[config.mk]
export PLATFORM = sky130hd
export DESIGN_NAME = redo_log_transaction_tracker
export DESIGN_NICKNAME = d
export VERILOG_FILES = /design/src/hw/rtl/rlt_pkg.sv /design/src/hw/rtl/rlt_log_table.sv /design/src/hw/rtl/redo_log_transaction_tracker.sv
export VERILOG_INCLUDE_DIRS = /design/src /design/src/hw/rtl
export SDC_FILE = /design/constraint.sdc
export NUM_CORES = 1
export LEC_CHECK = 0
export ABC_AREA = 1
export BUFFER_PORTS_ARGS = -buffer_cell sky130_fd_sc_hd__buf_2
export CORE_ASPECT_RATIO = 0.75
export CORE_MARGIN = 3
export CORE_UTILIZATION = 56
export DETAILED_ROUTE_END_ITERATION = 8
export PLACE_DENSITY = 0.73
export SLEW_MARGIN = 20
export SYNTH_ARGS = -nofsm -noshare
export SYNTH_HDL_FRONTEND = slang
export SYNTH_SLANG_ARGS = --single-unit
[constraint.sdc]
create_clock -name clk -period 4.5 [get_ports clk]
set_input_delay 0.225 -clock clk [delete_from_list [all_inputs] [get_ports clk]]
set_output_delay 0.225 -clock clk [all_outputs]
set_load 0.02 [all_outputs]
[src/hw/rtl/redo_log_transaction_tracker_assert.svh]
// Assertion helpers for the redo log tracker.
// Both expect clk and rst_n in scope.
`ifndef REDO_LOG_TRANSACTION_TRACKER_ASSERT_SVH
`define REDO_LOG_TRANSACTION_TRACKER_ASSERT_SVH

// same-cycle implication
`define RLT_ASSERT_IMP(lbl, ante, cons) \
  lbl: assert property (@(posedge clk) disable iff (!rst_n) (ante) |-> (cons)) \
    else $error("redo log tracker: assertion failed");

// next-cycle implication
`define RLT_ASSERT_NXT(lbl, ante, cons) \
  lbl: assert property (@(posedge clk) disable iff (!rst_n) (ante) |=> (cons)) \
    else $error("redo log tracker: assertion failed");

`endif

[src/hw/rtl/rlt_pkg.sv]
`default_nettype none

package rlt_pkg;

  localparam int LOG_ENTRIES       = 32;
  localparam int BLOCK_NUMBER_BITS = 24;

  localparam int SLOT_W = $clog2(LOG_ENTRIES);
  localparam int CNT_W  = $clog2(LOG_ENTRIES + 1);
  localparam int OPEN_W = 6;
  localparam int LAB_W  = 11;
  localparam int MBP_W  = 6;
  localparam int CFG_W  = LAB_W;
  localparam int NEED_W = OPEN_W + 1 + MBP_W + 1;

  localparam logic [OPEN_W-1:0] OPEN_MAX = '1;

  localparam logic [LAB_W-1:0] LAB_RESET = LAB_W'(31);
  localparam logic [MBP_W-1:0] MBP_RESET = MBP_W'(10);

  // configuration register indexes
  localparam logic CFG_LOG_AREA   = 1'b0;
  localparam logic CFG_MAX_PER_OP = 1'b1;

  typedef enum logic [1:0] {
    OP_BEGIN = 2'd0,
    OP_END   = 2'd1,
    OP_LOG   = 2'd2,
    OP_DONE  = 2'd3
  } op_t;

  typedef enum logic [2:0] {
    STS_OK         = 3'd0,
    STS_WAIT       = 3'd1,
    STS_FULL       = 3'd2,
    STS_OUTSIDE    = 3'd3,
    STS_END_COMMIT = 3'd4,
    STS_COMMIT     = 3'd5
  } status_t;

  typedef enum logic [2:0] {
    ST_IDLE,
    ST_DECODE,
    ST_SCAN_RD,
    ST_SCAN_CMP,
    ST_EMIT_RD,
    ST_EMIT_OUT,
    ST_RESP
  } state_t;

  // table write port
  typedef struct packed {
    logic                         en;
    logic [SLOT_W-1:0]            addr;
    logic [BLOCK_NUMBER_BITS-1:0] data;
  } tbl_wr_t;

endpackage

`default_nettype wire

[src/hw/rtl/rlt_log_table.sv]
`default_nettype none

// Logged block table: one write port, one registered read port and the
// block number comparator used by the duplicate scan.
module rlt_log_table (
  input  wire logic                                  clk,
  input  wire rlt_pkg::tbl_wr_t                      wr,
  input  wire logic [rlt_pkg::SLOT_W-1:0]            rd_addr,
  input  wire logic [rlt_pkg::BLOCK_NUMBER_BITS-1:0] key,
  output logic      [rlt_pkg::BLOCK_NUMBER_BITS-1:0] rd_data,
  output logic                                       match
);
  import rlt_pkg::*;

  logic [BLOCK_NUMBER_BITS-1:0] mem [LOG_ENTRIES];
  logic [BLOCK_NUMBER_BITS-1:0] rd_data_r;

  always_ff @(posedge clk) begin
    if (wr.en) begin
      mem[wr.addr] <= wr.data;
    end
    rd_data_r <= mem[rd_addr];
  end

  assign rd_data = rd_data_r;
  assign match   = (rd_data_r == key);

endmodule

`default_nettype wire

[src/hw/rtl/redo_log_transaction_tracker.sv]
// Flow: begin, end, commit done and rejected log writes pass through ST_DECODE and ST_RESP to
//   out_; an end that starts a group commit emits the table instead, and a log write first
//   scans the table, reading and comparing each entry in turn. in_stall holds off a new item
//   until the tracker is back in ST_IDLE; a commit emits one beat per entry, held by out_stall.
// Reset: synchronous, active low; counters, flags and handshake cleared, config set to 31
//   and 10; table contents are not reset.
`default_nettype none

`include "redo_log_transaction_tracker_assert.svh"

module redo_log_transaction_tracker (
  input  wire logic                                  clk,
  input  wire logic                                  rst_n,
  // configuration
  input  wire logic                                  cfg_we,
  input  wire logic                                  cfg_index,
  input  wire logic [rlt_pkg::CFG_W-1:0]             cfg_wdata,
  // input channel
  input  wire logic                                  in_valid,
  output logic                                       in_stall,
  input  wire logic [1:0]                            in_opcode,
  input  wire logic [rlt_pkg::BLOCK_NUMBER_BITS-1:0] in_block_number,
  // result channel
  output logic                                       out_valid,
  input  wire logic                                  out_stall,
  output logic [2:0]                                 out_status,
  output logic [rlt_pkg::BLOCK_NUMBER_BITS-1:0]      out_block_number_res,
  output logic [rlt_pkg::SLOT_W-1:0]                 out_slot,
  output logic                                       out_new_entry,
  output logic                                       out_last,
  output logic [rlt_pkg::CNT_W-1:0]                  out_logged_count
);
  import rlt_pkg::*;

  // ---------------------------------------------------------------------------
  // State
  // ---------------------------------------------------------------------------
  state_t state_r, state_nxt;

  logic [LAB_W-1:0]  log_area_r;
  logic [MBP_W-1:0]  max_per_op_r;

  logic [OPEN_W-1:0] open_r, open_nxt;
  logic              commit_r, commit_nxt;
  logic [CNT_W-1:0]  entry_count_r, entry_count_nxt;

  // captured input beat
  op_t                          op_r;
  logic [BLOCK_NUMBER_BITS-1:0] blk_r;

  // scan / emit index and number of blocks to emit
  logic [SLOT_W-1:0] idx_r, idx_nxt;
  logic [CNT_W-1:0]  emit_n_r, emit_n_nxt;

  // pending single result, pushed out from ST_RESP
  status_t                      res_status_r, res_status_nxt;
  logic [BLOCK_NUMBER_BITS-1:0] res_blk_r, res_blk_nxt;
  logic [SLOT_W-1:0]            res_slot_r, res_slot_nxt;
  logic                         res_new_r, res_new_nxt;
  logic [CNT_W-1:0]             res_count_r, res_count_nxt;

  // output register
  logic                         out_valid_r, out_valid_nxt;
  status_t                      out_status_r, out_status_nxt;
  logic [BLOCK_NUMBER_BITS-1:0] out_blk_r, out_blk_nxt;
  logic [SLOT_W-1:0]            out_slot_r, out_slot_nxt;
  logic                         out_new_r, out_new_nxt;
  logic                         out_last_r, out_last_nxt;
  logic [CNT_W-1:0]             out_count_r, out_count_nxt;

  // table
  tbl_wr_t                      tbl_wr;
  logic [BLOCK_NUMBER_BITS-1:0] tbl_rd_data;
  logic                         tbl_match;

  rlt_log_table u_table (
    .clk     (clk),
    .wr      (tbl_wr),
    .rd_addr (idx_r),
    .key     (blk_r),
    .rd_data (tbl_rd_data),
    .match   (tbl_match)
  );

  // ---------------------------------------------------------------------------
  // Decode terms, from registered state and the in_valid and out_stall inputs
  // ---------------------------------------------------------------------------
  logic              in_fire;
  logic              out_free;
  logic [OPEN_W:0]   open_inc;
  logic [NEED_W-1:0] need;
  logic              begin_ok;
  logic              log_full;
  logic              open_zero;
  logic              count_zero;
  logic              end_commit;
  logic              scan_last;
  logic              emit_last;

  assign in_fire  = in_valid && !in_stall;
  // output register is empty or its beat leaves this cycle
  assign out_free = !out_valid_r || !out_stall;

  // worst-case reservation: logged + (open + 1) * max_per_op must fit the table
  assign open_inc = {1'b0, open_r} + (OPEN_W + 1)'(1);
  assign need     = NEED_W'(entry_count_r) + NEED_W'(open_inc) * NEED_W'(max_per_op_r);
  assign begin_ok = !commit_r && (open_r != OPEN_MAX) && (need <= NEED_W'(LOG_ENTRIES));

  // table full, or the log area (less its header block) is used up
  assign log_full = (entry_count_r >= CNT_W'(LOG_ENTRIES)) ||
                    ((LAB_W'(entry_count_r) + LAB_W'(1)) >= log_area_r);

  assign open_zero  = (open_r == '0);
  assign count_zero = (entry_count_r == '0);
  // last open operation ends with blocks logged
  assign end_commit = (open_r == OPEN_W'(1)) && !count_zero;

  assign scan_last = ((CNT_W'(idx_r) + CNT_W'(1)) == entry_count_r);
  assign emit_last = ((CNT_W'(idx_r) + CNT_W'(1)) == emit_n_r);

  assign in_stall = (state_r != ST_IDLE);

  // ---------------------------------------------------------------------------
  // Next state
  // ---------------------------------------------------------------------------
  always_comb begin
    state_nxt = state_r;
    unique case (state_r)
      ST_IDLE: begin
        if (in_valid) begin
          state_nxt = ST_DECODE;
        end
      end
      ST_DECODE: begin
        unique case (op_r)
          OP_BEGIN: state_nxt = ST_RESP;
          OP_END: begin
            if (!commit_r && !open_zero && end_commit) begin
              state_nxt = ST_EMIT_RD;
            end else begin
              state_nxt = ST_RESP;
            end
          end
          OP_LOG: begin
            if (!log_full && !open_zero && !count_zero) begin
              state_nxt = ST_SCAN_RD;
            end else begin
              state_nxt = ST_RESP;
            end
          end
          OP_DONE: state_nxt = ST_RESP;
        endcase
      end
      ST_SCAN_RD:  state_nxt = ST_SCAN_CMP;
      ST_SCAN_CMP: begin
        if (tbl_match || scan_last) begin
          state_nxt = ST_RESP;
        end else begin
          state_nxt = ST_SCAN_RD;
        end
      end
      ST_EMIT_RD:  state_nxt = ST_EMIT_OUT;
      ST_EMIT_OUT: begin
        if (out_free) begin
          state_nxt = emit_last ? ST_IDLE : ST_EMIT_RD;
        end
      end
      ST_RESP: begin
        if (out_free) begin
          state_nxt = ST_IDLE;
        end
      end
      default: state_nxt = ST_IDLE;
    endcase
  end

  // ---------------------------------------------------------------------------
  // Datapath and outputs
  // ---------------------------------------------------------------------------
  always_comb begin
    open_nxt        = open_r;
    commit_nxt      = commit_r;
    entry_count_nxt = entry_count_r;
    idx_nxt         = idx_r;
    emit_n_nxt      = emit_n_r;

    res_status_nxt = res_status_r;
    res_blk_nxt    = res_blk_r;
    res_slot_nxt   = res_slot_r;
    res_new_nxt    = res_new_r;
    res_count_nxt  = res_count_r;

    // beat taken clears the register; a load below sets it again
    out_valid_nxt  = out_valid_r && out_stall;
    out_status_nxt = out_status_r;
    out_blk_nxt    = out_blk_r;
    out_slot_nxt   = out_slot_r;
    out_new_nxt    = out_new_r;
    out_last_nxt   = out_last_r;
    out_count_nxt  = out_count_r;

    tbl_wr.en   = 1'b0;
    tbl_wr.addr = entry_count_r[SLOT_W-1:0];
    tbl_wr.data = blk_r;

    unique case (state_r)
      ST_DECODE: begin
        res_status_nxt = STS_OK;
        res_blk_nxt    = '0;
        res_slot_nxt   = '0;
        res_new_nxt    = 1'b0;
        res_count_nxt  = entry_count_r;
        unique case (op_r)
          OP_BEGIN: begin
            if (begin_ok) begin
              open_nxt = open_r + OPEN_W'(1);
            end else begin
              res_status_nxt = STS_WAIT;
            end
          end
          OP_END: begin
            priority if (commit_r) begin
              res_status_nxt = STS_END_COMMIT;
            end else if (open_zero) begin
              res_status_nxt = STS_OUTSIDE;
            end else begin
              open_nxt = open_r - OPEN_W'(1);
              if (end_commit) begin
                // group commit: hand the table to the emitter, empty the count
                commit_nxt      = 1'b1;
                emit_n_nxt      = entry_count_r;
                entry_count_nxt = '0;
                idx_nxt         = '0;
              end
            end
          end
          OP_LOG: begin
            // full is checked first, even for a block already logged
            priority if (log_full) begin
              res_status_nxt = STS_FULL;
            end else if (open_zero) begin
              res_status_nxt = STS_OUTSIDE;
            end else if (count_zero) begin
              // empty table: append at slot 0 without a scan
              tbl_wr.en       = 1'b1;
              entry_count_nxt = entry_count_r + CNT_W'(1);
              res_blk_nxt     = blk_r;
              res_new_nxt     = 1'b1;
              res_count_nxt   = entry_count_r + CNT_W'(1);
            end else begin
              idx_nxt = '0;
            end
          end
          OP_DONE: begin
            commit_nxt = 1'b0;
          end
        endcase
      end
      ST_SCAN_CMP: begin
        priority if (tbl_match) begin
          // duplicate absorbed
          res_status_nxt = STS_OK;
          res_blk_nxt    = blk_r;
          res_slot_nxt   = idx_r;
          res_new_nxt    = 1'b0;
          res_count_nxt  = entry_count_r;
        end else if (scan_last) begin
          // no match: append at the tail
          tbl_wr.en       = 1'b1;
          entry_count_nxt = entry_count_r + CNT_W'(1);
          res_status_nxt  = STS_OK;
          res_blk_nxt     = blk_r;
          res_slot_nxt    = entry_count_r[SLOT_W-1:0];
          res_new_nxt     = 1'b1;
          res_count_nxt   = entry_count_r + CNT_W'(1);
        end else begin
          idx_nxt = idx_r + SLOT_W'(1);
        end
      end
      ST_EMIT_OUT: begin
        if (out_free) begin
          out_valid_nxt  = 1'b1;
          out_status_nxt = STS_COMMIT;
          out_blk_nxt    = tbl_rd_data;
          out_slot_nxt   = idx_r;
          out_new_nxt    = 1'b0;
          out_last_nxt   = emit_last;
          out_count_nxt  = '0;
          if (!emit_last) begin
            idx_nxt = idx_r + SLOT_W'(1);
          end
        end
      end
      ST_RESP: begin
        if (out_free) begin
          out_valid_nxt  = 1'b1;
          out_status_nxt = res_status_r;
          out_blk_nxt    = res_blk_r;
          out_slot_nxt   = res_slot_r;
          out_new_nxt    = res_new_r;
          out_last_nxt   = 1'b1;
          out_count_nxt  = res_count_r;
        end
      end
      ST_IDLE, ST_SCAN_RD, ST_EMIT_RD: begin
      end
      default: begin
      end
    endcase
  end

  // ---------------------------------------------------------------------------
  // Registers
  // ---------------------------------------------------------------------------
  always_ff @(posedge clk) begin
    if (!rst_n) begin
      state_r       <= ST_IDLE;
      open_r        <= '0;
      commit_r      <= 1'b0;
      entry_count_r <= '0;
      out_valid_r   <= 1'b0;
      log_area_r    <= LAB_RESET;
      max_per_op_r  <= MBP_RESET;
    end else begin
      state_r       <= state_nxt;
      open_r        <= open_nxt;
      commit_r      <= commit_nxt;
      entry_count_r <= entry_count_nxt;
      out_valid_r   <= out_valid_nxt;
      if (cfg_we) begin
        unique case (cfg_index)
          CFG_LOG_AREA:   log_area_r   <= cfg_wdata;
          CFG_MAX_PER_OP: max_per_op_r <= cfg_wdata[MBP_W-1:0];
        endcase
      end
    end
  end

  // payload, no reset
  always_ff @(posedge clk) begin
    if (in_fire) begin
      op_r  <= op_t'(in_opcode);
      blk_r <= in_block_number;
    end
    idx_r        <= idx_nxt;
    emit_n_r     <= emit_n_nxt;
    res_status_r <= res_status_nxt;
    res_blk_r    <= res_blk_nxt;
    res_slot_r   <= res_slot_nxt;
    res_new_r    <= res_new_nxt;
    res_count_r  <= res_count_nxt;
    out_status_r <= out_status_nxt;
    out_blk_r    <= out_blk_nxt;
    out_slot_r   <= out_slot_nxt;
    out_new_r    <= out_new_nxt;
    out_last_r   <= out_last_nxt;
    out_count_r  <= out_count_nxt;
  end

  assign out_valid            = out_valid_r;
  assign out_status           = out_status_r;
  assign out_block_number_res = out_blk_r;
  assign out_slot             = out_slot_r;
  assign out_new_entry        = out_new_r;
  assign out_last             = out_last_r;
  assign out_logged_count     = out_count_r;

  // ---------------------------------------------------------------------------
  // Assertions
  // ---------------------------------------------------------------------------
  // an accepted beat is always decoded in the following cycle
  `RLT_ASSERT_NXT(a_fire_decodes, in_fire, state_r == ST_DECODE)
  // while emitting, the commit flag is held and the table count is empty
  `RLT_ASSERT_IMP(a_emit_commit, state_r == ST_EMIT_OUT, commit_r && count_zero)
  // a scan only runs inside a transaction with blocks logged
  `RLT_ASSERT_IMP(a_scan_ctx, state_r == ST_SCAN_CMP, !open_zero && !count_zero && !log_full)

endmodule

`default_nettype wire
==> results of run 1 <==
-- state kept, by name (all words and copies together) (netlist names), 11 cells and up --
signal	count
u_table.rd_data	24
log_area_r	11
res_blk_r	24
u_table.mem	768
blk_r	24
out_block_number_res	24
-- layout make-up --
cell class / count / area [um2]
Inverter: 190 / 733.2
Clock inverter: 43 / 505.5
Tap cell: 935 / 1170
Timing Repair Buffer: 289 / 2412
Clock buffer: 119 / 2397
Multi-Input combinational cell: 1850 / 10680
Antenna cell: 2 / 5.005
Fill cell: 4910 / 23450
Sequential cell: 942 / 27710
-- metal layers --
layer | vias up | share of wire [%]
met5 | - | 0.031
met4 | 4 | 2.8
met3 | 211 | 11
met2 | 1512 | 44
met1 | 13150 | 42
li1 | 11830 | -
-- path summary, 6_finish.rpt --
check / start / to / slack (ns) / cells after the start
min reg2reg: log_area_r[0] / log_area_r[0] / 0.47 / 2
max: open_r[2] / open_r[0] / -0.43 / 30
min: cfg_index / log_area_r[0] / 0.03 / 4
max reg2reg: open_r[2] / open_r[0] / -0.43 / 30
-- what timing repair did --
| action | in CTS | in global routing |
|---|---|---|
| setup endpoints to repair | 7 | 7 |
| hold buffers | 37 | 0 |
| hold endpoints to repair | 42 | 0 |
| buffers inserted | 7 | 0 |
| gates resized for setup | 22 | 45 |
| pin swaps | 16 | 21 |
-- cell families (layout without fill, tap and decap cells) --
family                   after synthesis  after routing  share of synthesized area (%)
flip-flops                           942            942                          70.31
AND/OR/NAND/NOR                      930            930                          9.458
AO/OA/AOI/OAI                        715            715                          10.49
buffers and inverters                361            641                          3.661
multiplexers                          92             92                          2.337
adder cells (fa/ha/maj)               82             82                          3.061
XOR/XNOR                              31             31                         0.6890
other                                  0              2                              0
-- per-stage QoR --
step / setup TNS, ns / worst slack [ns] / power, W
after floorplan: -1.358 / -0.2105 / 0.01311
after global routing: -4.345 / -0.6478 / 0.02309
after global placement: -3.925 / -0.5891 / 0.01462
final: -2.891 / -0.4280 / 0.02226
after CTS: -2.358 / -0.3554 / 0.02221
after detailed placement: -4.012 / -0.6102 / 0.01473
-- critical path: cells and delay by family, from the launching register on --
kind                     cells  cell delay, ns
AO/OA/AOI/OAI                1            0.23
adder cells (fa/ha/maj)      5            2.02
flip-flops                   1            0.34
AND/OR/NAND/NOR             15            1.30
XOR/XNOR                     1            0.23
buffers and inverters        8            0.71
-- power by group --
group          internal, W  leakage [nW]  total [W]  switching, W
combinational      0.00139          6.53    0.00447       0.00308
sequential          0.0100          8.47     0.0103      0.000279
clock              0.00428          1.42    0.00748       0.00320
-- cell usage in the layout (no fill, tap or decap), types with 37 or more instances in the layout --
master / count
edfxtp_1: 884
nor2_1: 477
o21ai_0: 343
nand2_1: 279
o22ai_1: 171
inv_1: 169
buf_4: 137
mux2i_1: 92
clkbuf_16: 87
buf_2: 84
a21oi_1: 77
dfxtp_1: 55
ha_1: 50
o221ai_1: 48
nand3_1: 39
dlygate4sd3_1: 37
==> run summary, run 1 <==
GRT Total Usage = 29.15%
Initial Utilization = 57.06%
CP max-delay cell = fa_1
final setup violation count = 7
Initial DRT Pass Iterations = 6
pin count of the biggest net entering global routing = 162
Post-Synthesis Cells = 3,153
failing checks = setup timing
dpl cell area = 0.04203 mm2
routed len/inst = 24.68 um
Core Rows = 83
Area Growth Syn to Fin = 15.74%
post-synth top area share = 67.36%
Syn Nets = 3,278
GRT met3 Usage = 7.076%
Clock Sinks = 942
synth cell count leaders = edfxtp_1, nor2_1, o21ai_0, nand2_1, inv_1
layout cell share with drive strength beyond 1 = 15.29%
initial antenna violation count = 4
crit path time final = 4.928 ns
Max Slew Vio Count = 0
synth top area cells = edfxtp_1, nor2_1, o21ai_0
sequential fraction of the synthesis area = 70.31%
status = finished with violations
grt ovf = 0
routed wire length = 107,800 um
Die W = 312.3 um
WS Path Type = reg -> reg
Final WS setup = -0.4280 ns
RSZ-0062 raised after global routing = yes
mean post-synth cell area = 12.50 um2
ys async rst share = 0%
Inst Count DP = 4,161
fin cells = 4,370
die footprint = 0.07363 mm2
clock skew = 0.02350 ns
Critical Path RT = 5.04 ns
Critical Path Fanout Max = 5
Power Density = 488.0 mW/mm2
DR iter-0 viols = 3,980
synth unique cells = 50
first-pass GRT wire length = 161,700 um
fin nets = 3,484
Clock Latency Late Sink = 0.66 ns
DRC = 0
HPWL after DPL = 64,780 um
Worst-Margin Slew = 0.9569 ns
remaining antenna violation count = 0
endpoints failing hold = 0
Max VDD drop = 0.0003583 V
Reg clk slew, reported paths = 0.06 ns
Leakage = 16.42 nW
crit share post-route = 109.5%
core area = 0.06906 mm2
root buf cell = clkbuf_16
Worst setup EP type = flop
placer congestion estimate = 0.9519
PortBufs = 84
Final Util = 66.05%
maximum clock path buffer count = 3
depth of the CTS H-tree = 3
Yosys reg bits = 942
height of the die = 235.7 um
post-route cell area = 0.04561 mm2
number of flops mapped to enable cells by yosys = 884
CP max stage delay = 0.52 ns
Arrival @ worst endpoint = 5.46 ns
global routing's busiest layer = met1
I/O pins = 85
Num CTS Buffers = 86
vias in the first global route = 25.95k
GRT met2 Usage = 43.04%
Cell Area, Synth = 0.03941 mm2
Rel. slew slack = 36.21%
top-count cell post-synth = edfxtp_1
max cap viols = 0
Primary FF master, synth = edfxtp_1
detailed-route via count = 26.71k
Ys Warns = 0
HP Class = in -> reg
post-synth top area cell = edfxtp_1
highest clock rate = 0.2029 GHz
Hold Worst Slack = 0.03331 ns
CTS tree = done
Startpoint Class = flop
global routing usage on met1 = 43.41%
vias per inst = 6.111
Power figures use the tool's default switching activity.
==> inputs of run 2 (changes only) <==
--- a/config.mk
+++ b/config.mk
@@ -7,12 +7,12 @@
 export NUM_CORES = 1
 export LEC_CHECK = 0
 export ABC_AREA = 1
-export BUFFER_PORTS_ARGS = -buffer_cell sky130_fd_sc_hd__buf_2
 export CORE_ASPECT_RATIO = 0.75
 export CORE_MARGIN = 3
 export CORE_UTILIZATION = 56
 export DETAILED_ROUTE_END_ITERATION = 8
-export PLACE_DENSITY = 0.73
+export DONT_BUFFER_PORTS = 1
+export PLACE_DENSITY = 0.72
 export SLEW_MARGIN = 20
 export SYNTH_ARGS = -nofsm -noshare
 export SYNTH_HDL_FRONTEND = slang
==> run summary, run 2 (same netlist as run 1, synthesis figures left out) <==
hold buffer count at cts = 59 (+59%)
remaining antenna violation count = 0 (unchanged)
highest clock rate = 0.1994 GHz (-1.7%)
height of the die = 235.7 um (unchanged)
Final WS setup = -0.5155 ns (-0.08747 ns)
clock skew = 0.02850 ns (+0.004998 ns)
commonest non-fill, non-tap cell in the layout = edfxtp_1
Num CTS Buffers = 87 (+1.2%)
Leakage = 16.05 nW (-2.2%)
R2R depth = 27 (-10%)
crit share post-route = 111.5% (+1.9 points)
Critical Path RT = 5.03 ns (about the same)
Worst-Margin Slew = 1.036 ns (+0.07929 ns)
endpoints failing hold = 6 (+6)
Initial Utilization = 57.06% (unchanged)
register with the most flip-flops = u_table.mem
PortBufs = 0 (-100%)
vias in the first global route = 25.74k (-0.79%)
final setup violation count = 7 (unchanged)
Worst setup EP type = flop
Area Growth Syn to Fin = 14.43%
layout cell share with drive strength beyond 1 = 12.09% (-3.2 points)
detailed-route via count = 26.47k (-0.89%)
Reg clk slew, reported paths = 0.06 ns (about the same)
max cap viols = 0 (unchanged)
routed wire length = 106,900 um (-0.91%)
grt ovf = 0 (unchanged)
vias per inst = 6.140 (+0.47%)
commonest non-fill, non-tap cells in the layout = edfxtp_1, nor2_1, o21ai_0
DR iter-0 viols = 3,858 (-3.1%)
Critical Path Fanout Max = 5 (unchanged)
first-pass GRT wire length = 159,700 um (-1.2%)
CTS tree = done
pin count of the biggest net entering global routing = 150 (-7.4%)
crit path time final = 5.015 ns (+0.08747 ns)
placer congestion estimate = 0.9645 (+1.3%)
maximum clock path buffer count = 3 (unchanged)
Largest register FFs = 768 (unchanged)
depth of the CTS H-tree = 3 (unchanged)
status = finished with violations
failing checks = hold timing, setup timing
Max Slew Vio Count = 0 (unchanged)
hold depth = 2 (-2)
Arrival @ worst endpoint = 5.55 ns (+0.09 ns)
GRT Total Usage = 28.69% (-0.46 points)
initial antenna violation count = 3 (-1)
Core Rows = 83 (unchanged)
routed len/inst = 24.79 um (+0.45%)
core area = 0.06906 mm2 (unchanged)
root buf cell = clkbuf_16
Startpoint Class = flop
dpl cell area = 0.04169 mm2 (-0.80%)
I/O pins = 85 (unchanged)
HPWL after DPL = 64,620 um (-0.25%)
Max VDD drop = 0.0003302 V (-7.8%)
post-route cell area = 0.04509 mm2 (-1.1%)
overall power = 0.02178 W (-2.2%)
WS Path Type = reg -> reg
RSZ-0062 raised after global routing = yes
Clock Sinks = 942 (unchanged)
die footprint = 0.07363 mm2 (unchanged)
Rel. slew slack = 30.92% (-5.3 points)
Hold Worst Slack = -0.3069 ns (-0.3402 ns)
Power Density = 482.9 mW/mm2 (-1.0%)
HP Class = in -> reg
Die W = 312.3 um (unchanged)
Initial DRT Pass Iterations = 6 (unchanged)
Clock Latency Late Sink = 0.65 ns (about the same)
DRC = 0 (unchanged)
fin nets = 3,426 (-1.7%)
## run 2: cell types whose count changed in the layout (fill, tap and decap cells not counted), sizes merged
cell	before	now
dlygate4sd3	37	59
bufinv	9	2
clkbuf	119	123
clkinv	29	33
buf	252	171
inv	193	194
clkinvlp	2	0
## run 2: report_power, final
group          switching, W  internal (W)  total [W]
clock               0.00311       0.00386    0.00698
combinational       0.00308       0.00139    0.00447
sequential         0.000297        0.0100     0.0103
total               0.00649        0.0153     0.0218
## run 2: layout make-up
class / count / area [um2]
tap: 935 / 1170
clock inverter: 39 / 242.7
inverter: 190 / 733.2
multi-input combinational: 1850 / 10590
clock buffer: 123 / 2415
timing repair buffer: 230 / 2225
sequential: 942 / 27710
antenna: 2 / 5.005
fill: 4904 / 23970
## run 2: through the flow
step | util [%] | setup slack (ns) | setup TNS [ns] | std cells
after floorplan | - | -0.2105 | -1.358 | 3153
after CTS | 65.17 | -0.4770 | -3.223 | 4309
final | 65.30 | -0.5155 | -3.514 | 4311
after global placement | 60.37 | -0.6203 | -4.104 | 4086
after global routing | 65.29 | -0.8020 | -5.448 | 4309
after detailed placement | 60.37 | -0.6057 | -4.034 | 4086
## run 2: metal layers
metal	share of wire [%]	vias up	global-route usage, %
met5	0	-	0
met4	2.5	0	8.469
met3	10	188	6.037
met2	45	1540	43.14
met1	42	13030	42.56
li1	-	11710	-
## run 2: timing repair
action,4_1_cts,5_1_grt
pin swaps,10,12
buffers inserted,2,0
resized for setup,14,24
setup endpoints to repair,7,7
gates cloned,0,0
hold endpoints to repair,60,6
## run 2: final timing paths
kind / from / end / slack [ns]
hold / removal: rst_n / open_r[0] / -0.31
setup reg to reg: open_r[0] / open_r[4] / -0.52
hold reg to reg: log_area_r[5] / log_area_r[5] / 0.47
setup / recovery: open_r[0] / open_r[4] / -0.52
## run 2: worst max-delay path, cell delays in order, from the launching register on
cell and delay (ns):
dfxtp_4 0.36, buf_4 0.14, ha_1 0.21, nand2_1 0.07, inv_1 0.05, nor2_1 0.12, nand2_1 0.09, fa_1 0.54
inv_1 0.06, fa_1 0.54, inv_1 0.05, fa_1 0.51, inv_2 0.04, fa_1 0.50, ha_4 0.34, nand2_4 0.08
nor2_4 0.10, buf_4 0.11, nand3_1 0.08, nand4_1 0.09, nand2_1 0.06, inv_1 0.07, nand3_2 0.10, o21bai_4 0.27
buf_12 0.15, nand3_1 0.06, nand2_1 0.08, nor2_1 0.04
